## config.mk

```make
export PLATFORM = sky130hd
export DESIGN_NAME = imsu_energy
export DESIGN_NICKNAME = d
export VERILOG_FILES = /design/src/ising_metropolis_site_update_macros.svh /design/src/imsu_pkg.sv /design/src/imsu_energy.sv
export SDC_FILE = /design/constraint.sdc
export NUM_CORES = 1
export LEC_CHECK = 0
export BUFFER_PORTS_ARGS = -buffer_cell sky130_fd_sc_hd__buf_2
export CAP_MARGIN = 20
export CORE_UTILIZATION = 38
export DETAILED_ROUTE_END_ITERATION = 8
export PLACE_DENSITY = 0.93
export SLEW_MARGIN = 10
export SYNTH_ARGS = -nofsm -noshare
export SYNTH_HDL_FRONTEND = slang
export SYNTH_SLANG_ARGS = --single-unit
```

## constraint.sdc

```tcl
create_clock -name vclk -period 4.2
set_input_delay 0.42 -clock vclk [all_inputs]
set_output_delay 0.42 -clock vclk [all_outputs]
set_load 0.02 [all_outputs]
```

## src/ising_metropolis_site_update_macros.svh

```systemverilog
// ----------------------------------------------------------------------------
// Ising Metropolis site update: assertion macros
// Assertion helpers that compile to nothing in synthesis builds.
// ----------------------------------------------------------------------------
`ifndef ISING_METROPOLIS_SITE_UPDATE_MACROS_SVH
`define ISING_METROPOLIS_SITE_UPDATE_MACROS_SVH

`ifndef SYNTHESIS
`define IMSU_ASSERT_SAME(lbl, clk, rst_n, ante, cons, msg) \
	lbl: assert property (@(posedge clk) disable iff (!rst_n) (ante) |-> (cons)) \
		else $error(msg);
`define IMSU_ASSERT_NEXT(lbl, clk, rst_n, ante, cons, msg) \
	lbl: assert property (@(posedge clk) disable iff (!rst_n) (ante) |=> (cons)) \
		else $error(msg);
`else
`define IMSU_ASSERT_SAME(lbl, clk, rst_n, ante, cons, msg)
`define IMSU_ASSERT_NEXT(lbl, clk, rst_n, ante, cons, msg)
`endif

`endif

```

## src/imsu_pkg.sv

```systemverilog
// ----------------------------------------------------------------------------
// Ising Metropolis site update: package
// Shared types, codes and reset values.
// ----------------------------------------------------------------------------
package imsu_pkg;

	localparam int EDGE_DEFAULT = 16;
	localparam int THR_W = 17;
	localparam int RND_W = 16;
	localparam int NUM_THR = 7;

	typedef enum logic [1:0] {
		OP_WRITE  = 2'd0,
		OP_UPDATE = 2'd1,
		OP_COMMIT = 2'd2,
		OP_READ   = 2'd3
	} op_t;

	typedef enum logic [2:0] {
		CFG_COUPLING_J = 3'd0,
		CFG_ACCEPT_M6  = 3'd1,
		CFG_ACCEPT_M4  = 3'd2,
		CFG_ACCEPT_M2  = 3'd3,
		CFG_ACCEPT_Z0  = 3'd4,
		CFG_ACCEPT_P2  = 3'd5,
		CFG_ACCEPT_P4  = 3'd6,
		CFG_ACCEPT_P6  = 3'd7
	} cfg_index_t;

	typedef enum logic [1:0] {
		ST_IDLE,
		ST_WRITE,
		ST_FETCH,
		ST_EVAL
	} state_t;

	typedef enum logic [2:0] {
		NB_CENTRE,
		NB_XP,
		NB_XM,
		NB_YP,
		NB_YM,
		NB_ZP,
		NB_ZM,
		NB_DRAIN
	} nbr_t;

	typedef logic [NUM_THR-1:0][THR_W-1:0] thr_array_t;

	localparam logic signed [4:0] COUPLING_RESET = 5'sd1;
	localparam thr_array_t THR_RESET = {
		17'd539, 17'd2671, 17'd13231, 17'd65536, 17'd65536, 17'd65536, 17'd65536
	};

	typedef struct packed {
		logic              spin;
		logic              flipped;
		logic signed [7:0] energy_change;
		logic signed [6:0] site_energy;
	} result_t;

endpackage

```

## src/imsu_energy.sv

```systemverilog
// ----------------------------------------------------------------------------
// Ising Metropolis site update: energy and acceptance
// Forms s*sum, the energy change, the local energy and the Metropolis test.
// ----------------------------------------------------------------------------
module imsu_energy (
	input  logic                    centre,
	input  logic [2:0]              up_count,
	input  logic                    is_update,
	input  logic signed [4:0]       coupling,
	input  imsu_pkg::thr_array_t    thresholds,
	input  logic [imsu_pkg::RND_W-1:0] random_value,
	output imsu_pkg::result_t       result
);

	logic signed [4:0] sum_up;
	logic signed [3:0] ss;
	logic [2:0]        thr_idx;
	logic signed [4:0] j_sat;
	logic signed [8:0] prod;
	logic signed [8:0] prod_neg;
	logic              accept;

	always_comb begin
		sum_up = $signed({1'b0, up_count, 1'b0}) - 5'sd6;
		ss = centre ? sum_up[3:0] : 4'(-sum_up);
		thr_idx = centre ? up_count : 3'(3'd6 - up_count);
		if (coupling > 5'sd8) begin
			j_sat = 5'sd8;
		end else if (coupling < -5'sd8) begin
			j_sat = -5'sd8;
		end else begin
			j_sat = coupling;
		end
		prod = 9'(j_sat) * 9'(ss);
		prod_neg = -prod;
		accept = prod[8] || ({1'b0, random_value} < thresholds[thr_idx]);
		if (is_update) begin
			result.spin = centre ^ accept;
			result.flipped = accept;
			result.energy_change = $signed({prod[6:0], 1'b0});
			result.site_energy = '0;
		end else begin
			result.spin = centre;
			result.flipped = 1'b0;
			result.energy_change = '0;
			result.site_energy = prod_neg[6:0];
		end
	end

endmodule

```

==> run metrics, run 1 <==
result of the run finished, final reports clean; Clock buffer cells 0; clock period minus worst slack about 4.2 ns; Die Ht 75.7 µm; sequential element share of the synthesized area 0; fillers 437; unrepaired setup endpoints after global routing yes; count of antenna diodes in the layout 0; Starting Density 0.399; met1 Resource Use GR 0.275; Placer Congestion 0.833; share of synthesized cell area in full adder, half adder and majority cells 0.249; critical hold path startpoint is_update; kind of start point of the critical path input port; GR Util met3 0.0132; total track usage 0.232; xor-xnor portion of the synthesized cell area 0.0679; Max stage delay cell, worst path fa_1; antenna violations before repair 0; Fin. Hold Viols 0; post-synth design cell area roughly 2100 µm²; sequential cell count 0; final total negative setup slack 0 ns; die width 75.7 µm; count of synthesis-stage warnings from yosys 0; maximum ir drop on the vdd rail ~210 µV; maximum fanout count along the critical path 28; mux share of post-synthesis cell area 0.278; Hold Crit Depth 3; Peak Freq 239 MHz; met2 global-route usage 0.454; hold crit path type input port to output port; total power per unit cell area 218 nW/µm²; cell type with the largest total area after synthesis ha_1; post-layout net count 592; row cnt 26; share of layout cells above drive strength 1 0.538; largest net degree at the start of global routing 34; Setup CP Type input port to output port; global-route wire length before repair 10.4 mm; Post-DRT Antenna Nets 0; P&R area growth vs syn 57.2%; flip-flop and latch area 0 µm²; data required time at the worst endpoint approximately 3.8 ns; MaxCap Viol Count 0; top cell type's share of synthesized area 0.200; mean routed wirelength per cell 14.9 µm; total routed wirelength 7.09 mm; period utilization 0.998; half-perimeter wire length after placement 5.97 mm; fraction of the mapped netlist area in compound gates 0.172; top area cells in the synthesized netlist ha_1, mux4_2, mux2i_1; simple-gate area share of the yosys netlist 0.160; final core occ 0.627; violation count after the first detailed-routing iteration 53; destination of the worst hold path result[6]; global route overflow 0; Top-Level Pins 162; type of element capturing the critical path output port; vias after detailed routing between 2k and 3k; number of detailed-route iterations in the first pass 4; count of buffers inserted at the top-level ports 159; cell count after synthesis between 200 and 250; vias per cell 5.40; leading cell types by count after synthesis ha_1, nand3_1, mux2i_1, mux4_2; DRC violation count after routing 0; average cell area after synthesis 8.42 µm²; Worst Hold Margin 1.21 ns; most common cell in the netlist ha_1; dominant combinational cell family by area after synthesis multiplexers; Setup violations, final 0; most crowded layer after global routing met2; number of global-route vias before repair 2465; die area 5730 µm²; largest stage delay on the critical path 0.54 ns; LEAKAGE between 0.0015 and 0.002 µW; area of the core slightly above 5000 µm²; data arrival time of the worst path 3.77 ns; cell-by-cell trace of the critical path buf_8 > buf_4 > buf_4 > or2_2 > fa_1 > inv_1 > ha_1 > ha_4 > ha_4 > inv_2 > fa_2 > inv_2 > a21o_1 > a21oi_2 > xnor2_2 > a31oi_4 > xor2_4 > buf_6; max-slew violation count 0; number of distinct library cells after synthesis 43
layer usage:
layer	part of all wire	up-vias
met3	0.051	12
met5	0	-
met2	0.54	111
met4	0.017	0
met1	0.39	1219
li1	-	1236
what timing repair did:
action	CTS	global route
resized for setup	16	9
hold buffers	0	0
setup endpoints to repair	2	4
pin swaps	16	12
buffers inserted	3	0
worst max-delay path by stage:
stage	startpoint	endpoint	slack [ns]	cells past startpoint
after detailed placement	up_count[0]	result[16]	-0.32	19
after CTS	up_count[0]	result[16]	-0.03	19
final	up_count[0]	result[16]	0.007	18
after global placement	up_count[0]	result[16]	-0.17	19
after floorplan	up_count[0]	result[16]	0.01	18
after global routing	up_count[0]	result[16]	-0.15	20
stage by stage:
step | setup slack [ns] | total power, µW | instance area [µm²] | instances
after CTS | -0.0317 | 678 | 3180 | 477
after floorplan | 0.0138 | 434 | 2130 | 247
after global placement | -0.166 | 627 | 3090 | 474
final | 0.00743 | 708 | 3240 | 477
after global routing | -0.154 | 784 | 3240 | 477
after detailed placement | -0.319 | 651 | 3090 | 474
worst max-delay path, delay by kind of cell:
kind            cells  cell delay [ns]
compound gates      3             0.45
xor+xnor            2             0.31
simple gates        1             0.34
fa+ha+maj           5             1.52
buf+inv             7             0.73
placed cells by master (no fill, tap or decap), types with 2 or more instances in the layout:
cell type / Yosys / routed
buf_2: 4 / 156
ha_1: 33 / 27
nand3_1: 21 / 20
mux2i_1: 19 / 19
mux4_2: 16 / 16
buf_4: 3 / 16
o211ai_1: 15 / 15
nor2_1: 15 / 14
nand2_1: 13 / 13
inv_1: 15 / 12
o21ai_0: 11 / 10
xnor2_1: 9 / 6
o21ai_1: 5 / 6
and2_1: 5 / 5
a21oi_1: 6 / 5
ha_4: 0 / 5
nor2b_1: 4 / 4
fa_1: 5 / 4
xnor2_2: 0 / 3
xor2_4: 0 / 3
inv_2: 0 / 3
o21a_1: 3 / 3
xor2_1: 7 / 3
conb_1: 1 / 3
buf_12: 0 / 3
o21bai_1: 2 / 2
mux2_2: 2 / 2
nand4_1: 2 / 2
a21o_1: 2 / 2
buf_6: 1 / 2
logic make-up after synthesis:
group	after synthesis
AOI/OAI and AO/OA	53
xor gates and xnor gates	16
adders and majority gates	38
buffers and inverters	33
muxes	37
other	1
and+or+nand+nor	67
area by class of cell:
class                           instances  area [µm²]  area share
Multi-Input combinational cell        214        2100       0.648
Timing Repair Buffer                  178         998       0.308
Tap cell                               70        87.6      0.0270
Inverter                               15        56.3      0.0174
where the power goes:
group,internal (µW),total (µW),switching (µW)
Clock,0,0,0
Sequential,0,0,0
Combinational,353,708,355
Note: power is estimated with default switching activity, not from simulation.
==> run 2, diff against run 1 <==
- BUFFER_PORTS_ARGS: -buffer_cell sky130_fd_sc_hd__buf_2 -> default
- CORE_UTILIZATION: 38 -> 45
- DONT_BUFFER_PORTS: default -> 1
- PLACE_DENSITY: 0.93 -> 0.74
==> run 2 against run 1 <==
Compared with the run above: cell area shrank 30%; non-clock buffer count shrank 171; sequential cell count is the same; hold slack lost 0.30 ns; combinational power shrank 24%; via count shrank 28%; largest cell class unchanged; sequential share of layout area is the same; global-route usage shrank 0.85 points; largest power group unchanged; power shrank 24%; fmax grew 3.0%; core utilization shrank 11 points.
==> run metrics, run 2 (synthesized netlist as in run 1, its figures left out) <==
flip-flop and latch area 0 µm² (unchanged); worst-case headroom to the max-slew limit 0.679; antenna violations before repair 0 (unchanged); area of the core 4380 µm² (-15%); Setup violations, final 0 (unchanged); Crit path max-delay family adder cells; share of layout cells above drive strength 1 0.195 (-0.343); DRC violation count after routing 0 (unchanged); Worst Hold Margin 0.910 ns (-0.298 ns); die width 69.7 µm (-7.9%); buffers plus inverters on the worst setup path 3 (-4); transition time of the tightest slew-check pin roughly 0.47 ns; global-route wire length before repair 8.66 mm (-16%); Fin. Hold Viols 0 (unchanged); number of detailed-route iterations in the first pass 4 (unchanged); Top-Level Pins 162 (unchanged); Die Ht 69.7 µm (-7.9%); vias per cell 6.40 (+18%); max-slew violation count 0 (unchanged); vias after detailed routing 1844 (-28%); half-perimeter wire length after placement 4.94 mm (-17%); CTS Hold Bufs 0 (unchanged); period utilization 0.969 (-0.0294); Post-DRT Antenna Nets 0 (unchanged); most frequent cells in the layout ha_1, nand3_1, mux2i_1; Clock buffer cells 0 (unchanged); clock period minus worst slack 4.07 ns (-0.124 ns); die area 4860 µm² (-15%); Peak Freq 246 MHz (+3.0%); data arrival time of the worst path 3.65 ns (-0.12 ns); cell-by-cell trace of the critical path ha_4 > xor2_2 > nand3_2 > fa_1 > inv_1 > ha_1 > ha_1 > ha_2 > inv_2 > fa_2 > inv_2 > a21o_1 > a21oi_2 > xnor2_2 > a31oi_4 > xor2_4; Setup CP Type input port to output port; count of buffers inserted at the top-level ports 0 (-100%); total power per unit cell area 238 nW/µm² (+8.9%); post-layout net count 421 (-29%); global route overflow 0 (unchanged); P&R area growth vs syn 9.70%; largest stage delay on the critical path 0.54 ns (about the same); Placer Congestion 0.806 (-3.2%); count of antenna diodes in the layout 0 (unchanged); MaxCap Viol Count 0 (unchanged); Starting Density 0.471 (+0.0717); largest net degree at the start of global routing 61 (+79%); result of the run finished, final reports clean; total track usage 0.223 (-0.00853); total routed wirelength 5.88 mm (-17%); violation count after the first detailed-routing iteration 88 (+66%); sequential cell count 0 (unchanged); row cnt 24 (-7.7%); hold crit path type input port to output port; type of element capturing the critical path output port; number of global-route vias before repair 1787 (-28%); maximum ir drop on the vdd rail 93.3 µV (-55%); Max stage delay cell, worst path fa_1; data required time at the worst endpoint 3.78 ns (about the same); LEAKAGE 0.000932 µW (-43%); mean routed wirelength per cell 20.4 µm (+37%); maximum fanout count along the critical path 60 (+110%); most frequent standard cell in the layout excluding fill and tap cells ha_1; kind of start point of the critical path input port; Tot Pwr 538 µW (-24%)
[run 2: final timing paths]
kind          to        start  cells past startpoint  slack [ns]
max   result[16]  up_count[0]                     16        0.13
min   result[16]       centre                      1        0.91
[run 2: through the flow]
| step | area [µm²] | TNS, ns | worst slack [ns] | std cells | util |
|---|---|---|---|---|---|
| floorplan | 2130 | 0 | 0.0138 | 247 | - |
| global placement | 2160 | 0 | 0.0677 | 285 | 0.492 |
| detailed placement | 2160 | -0.0391 | -0.0391 | 285 | 0.492 |
| CTS | 2170 | 0 | 0.00720 | 286 | 0.495 |
| global route | 2260 | -0.00251 | -0.00251 | 288 | 0.516 |
| finish | 2260 | 0 | 0.131 | 288 | 0.516 |
[run 2: repair_timing]
action,4_1_cts,5_1_grt
endpoints found under the hold margin,0,0
endpoints found under the setup margin,1,3
buffers inserted,1,2
pin swaps,6,16
gates resized for setup,1,12
[run 2: layout make-up]
cell class | count | area [µm²]
multi-input combinational | 214 | 2080
fill | 410 | 2120
timing repair buffer | 7 | 65.1
inverter | 15 | 56.3
tap | 52 | 65.1
[run 2: layer usage]
metal,part of all wire,up-vias,track usage
li1,-,895,-
met1,0.40,868,0.281
met2,0.53,81,0.431
met3,0.069,0,0.0262
met4,0,0,0
met5,0,-,0
[run 2: power by group]
| part | internal [µW] | switching, µW |
|---|---|---|
| registers | 0 | 0 |
| logic | 245 | 293 |
| clock network | 0 | 0 |
| total | 245 | 293 |
==> run 3, diff against run 2 <==
- CORE_ASPECT_RATIO: default -> 0.75
- PLACE_DENSITY: 0.74 -> 0.63
==> run 3 against run 2 <==
Compared with the run above: cell count grew 2.4%; critical path depth grew 1; count of clock-buffer cells in the layout is the same; global-route usage shrank 2.9 points; core utilization grew 2.1 points.
==> run metrics, run 3 (synthesized netlist as in run 1, its figures left out) <==
maximum fanout count along the critical path 60 (unchanged); kind of start point of the critical path input port; cell-by-cell trace of the critical path ha_4 > xor2_2 > xnor2_2 > nand2_1 > fa_1 > inv_1 > ha_1 > ha_1 > ha_2 > inv_2 > fa_2 > inv_2 > a21o_1 > a21oi_2 > xnor2_2 > a31oi_4 > xor2_4; Crit path max-delay family adder cells; most frequent cells in the layout ha_1, nand3_1, mux2i_1; largest net degree at the start of global routing 61 (unchanged); vias after detailed routing 1832 (-0.65%); largest stage delay on the critical path 0.54 ns (about the same); transition time of the tightest slew-check pin 0.671 ns (+0.202 ns); number of instances in the placed design 288 (+1.1%); Die Ht 60.6 µm (-13%); Setup CP Type input port to output port; count of buffers inserted at the top-level ports 0 (unchanged); die area 4860 µm² (about the same); buffers plus inverters on the worst setup path 3 (unchanged); worst-case headroom to the max-slew limit 0.541 (-0.138); total routed wirelength 5.25 mm (-11%); mean routed wirelength per cell 17.8 µm (-13%); flip-flop and latch area 0 µm² (unchanged); row cnt 20 (-17%); MaxCap Viol Count 0 (unchanged); Starting Density 0.488 (+0.0173); DRC violation count after routing 0 (unchanged); type of element capturing the critical path output port; area of the core 4230 µm² (-3.5%); unrepaired setup endpoints after global routing yes; hold crit path type input port to output port; data arrival time of the worst path 3.64 ns (about the same); P&R area growth vs syn 10.2%; Post-DRT Antenna Nets 0 (unchanged); total track usage 0.194 (-0.0294); result of the run finished, final reports clean; half-perimeter wire length after placement 4.44 mm (-10%); clock period minus worst slack 4.06 ns (-0.00769 ns); antenna violations before repair 0 (unchanged); final total negative setup slack 0 ns (unchanged); maximum ir drop on the vdd rail 313 µV (+240%); max-slew violation count 0 (unchanged); Setup violations, final 0 (unchanged); data required time at the worst endpoint 3.78 ns (about the same); Fin. Hold Viols 0 (unchanged); Tot Pwr 535 µW (-0.66%); violation count after the first detailed-routing iteration 59 (-33%); Top-Level Pins 162 (unchanged); sequential cell count 0 (unchanged); share of layout cells above drive strength 1 0.208 (+0.0134); post-layout net count 425 (+0.95%); final standard cell count with taps included and fillers excluded 295 (+2.4%); number of global-route vias before repair 1542 (-14%); die width 80.2 µm (+15%); global-route wire length before repair 7.27 mm (-16%); Placer Congestion 0.782 (-3.0%); most frequent standard cell in the layout excluding fill and tap cells ha_1; vias per cell 6.21 (-3.0%); period utilization 0.967 (-0.00183); Clock buffer cells 0 (unchanged); Peak Freq 246 MHz (+0.19%); Max stage delay cell, worst path fa_1; LEAKAGE 0.000956 µW (+2.5%); number of detailed-route iterations in the first pass 4 (unchanged); total power per unit cell area 235 nW/µm² (-1.1%); count of antenna diodes in the layout 0 (unchanged); global route overflow 0 (unchanged)
[run 3: changes by cell type in the layout (fill, tap and decap cells not counted), sizes merged]
cell | before | now
buf | 7 | 11
[run 3: through the flow]
stage | hold slack (ns) | setup slack [ns] | area [µm²] | utilization
3_3_place_gp | 0.908 | 0.00358 | 2160 | 0.511
4_1_cts | 0.919 | 0.00494 | 2210 | 0.523
5_1_grt | 0.915 | -0.0509 | 2270 | 0.538
2_1_floorplan | 0.905 | 0.0138 | 2130 | -
3_5_place_dp | 0.909 | -0.0548 | 2160 | 0.511
6_report | 0.909 | 0.139 | 2270 | 0.538
[run 3: path summary, 6_finish.rpt]
kind                    start         end  cells after the start
setup / recovery  up_count[0]  result[16]                     17
hold / removal         centre  result[16]                      1
[run 3: report_power, final]
part | switching [µW] | internal [µW] | leakage (µW)
clock network | 0 | 0 | 0
logic | 290 | 245 | 0.000956
registers | 0 | 0 | 0
total | 290 | 245 | 0.000956
[run 3: timing repair]
item / in CTS / in global routing
setup endpoints to repair: 2 / 3
buffers inserted: 4 / 3
resized for setup: 4 / 8
hold buffers: 0 / 0
pin swaps: 11 / 13
[run 3: cell type report]
cell class,count,area (µm²)
inverter,15,56.3
tap,55,68.8
fill,389,1960
multi-input combinational,214,2050
timing repair buffer,11,95.1
[run 3: routing by layer]
| metal | vias to the layer above | wire [µm] | track usage |
|---|---|---|---|
| met5 | - | 0 | 0 |
| met4 | 0 | 0 | 0 |
| met2 | 97 | 2430 | 0.333 |
| li1 | 903 | - | - |
| met1 | 832 | 2370 | 0.282 |
| met3 | 0 | 438 | 0.0226 |
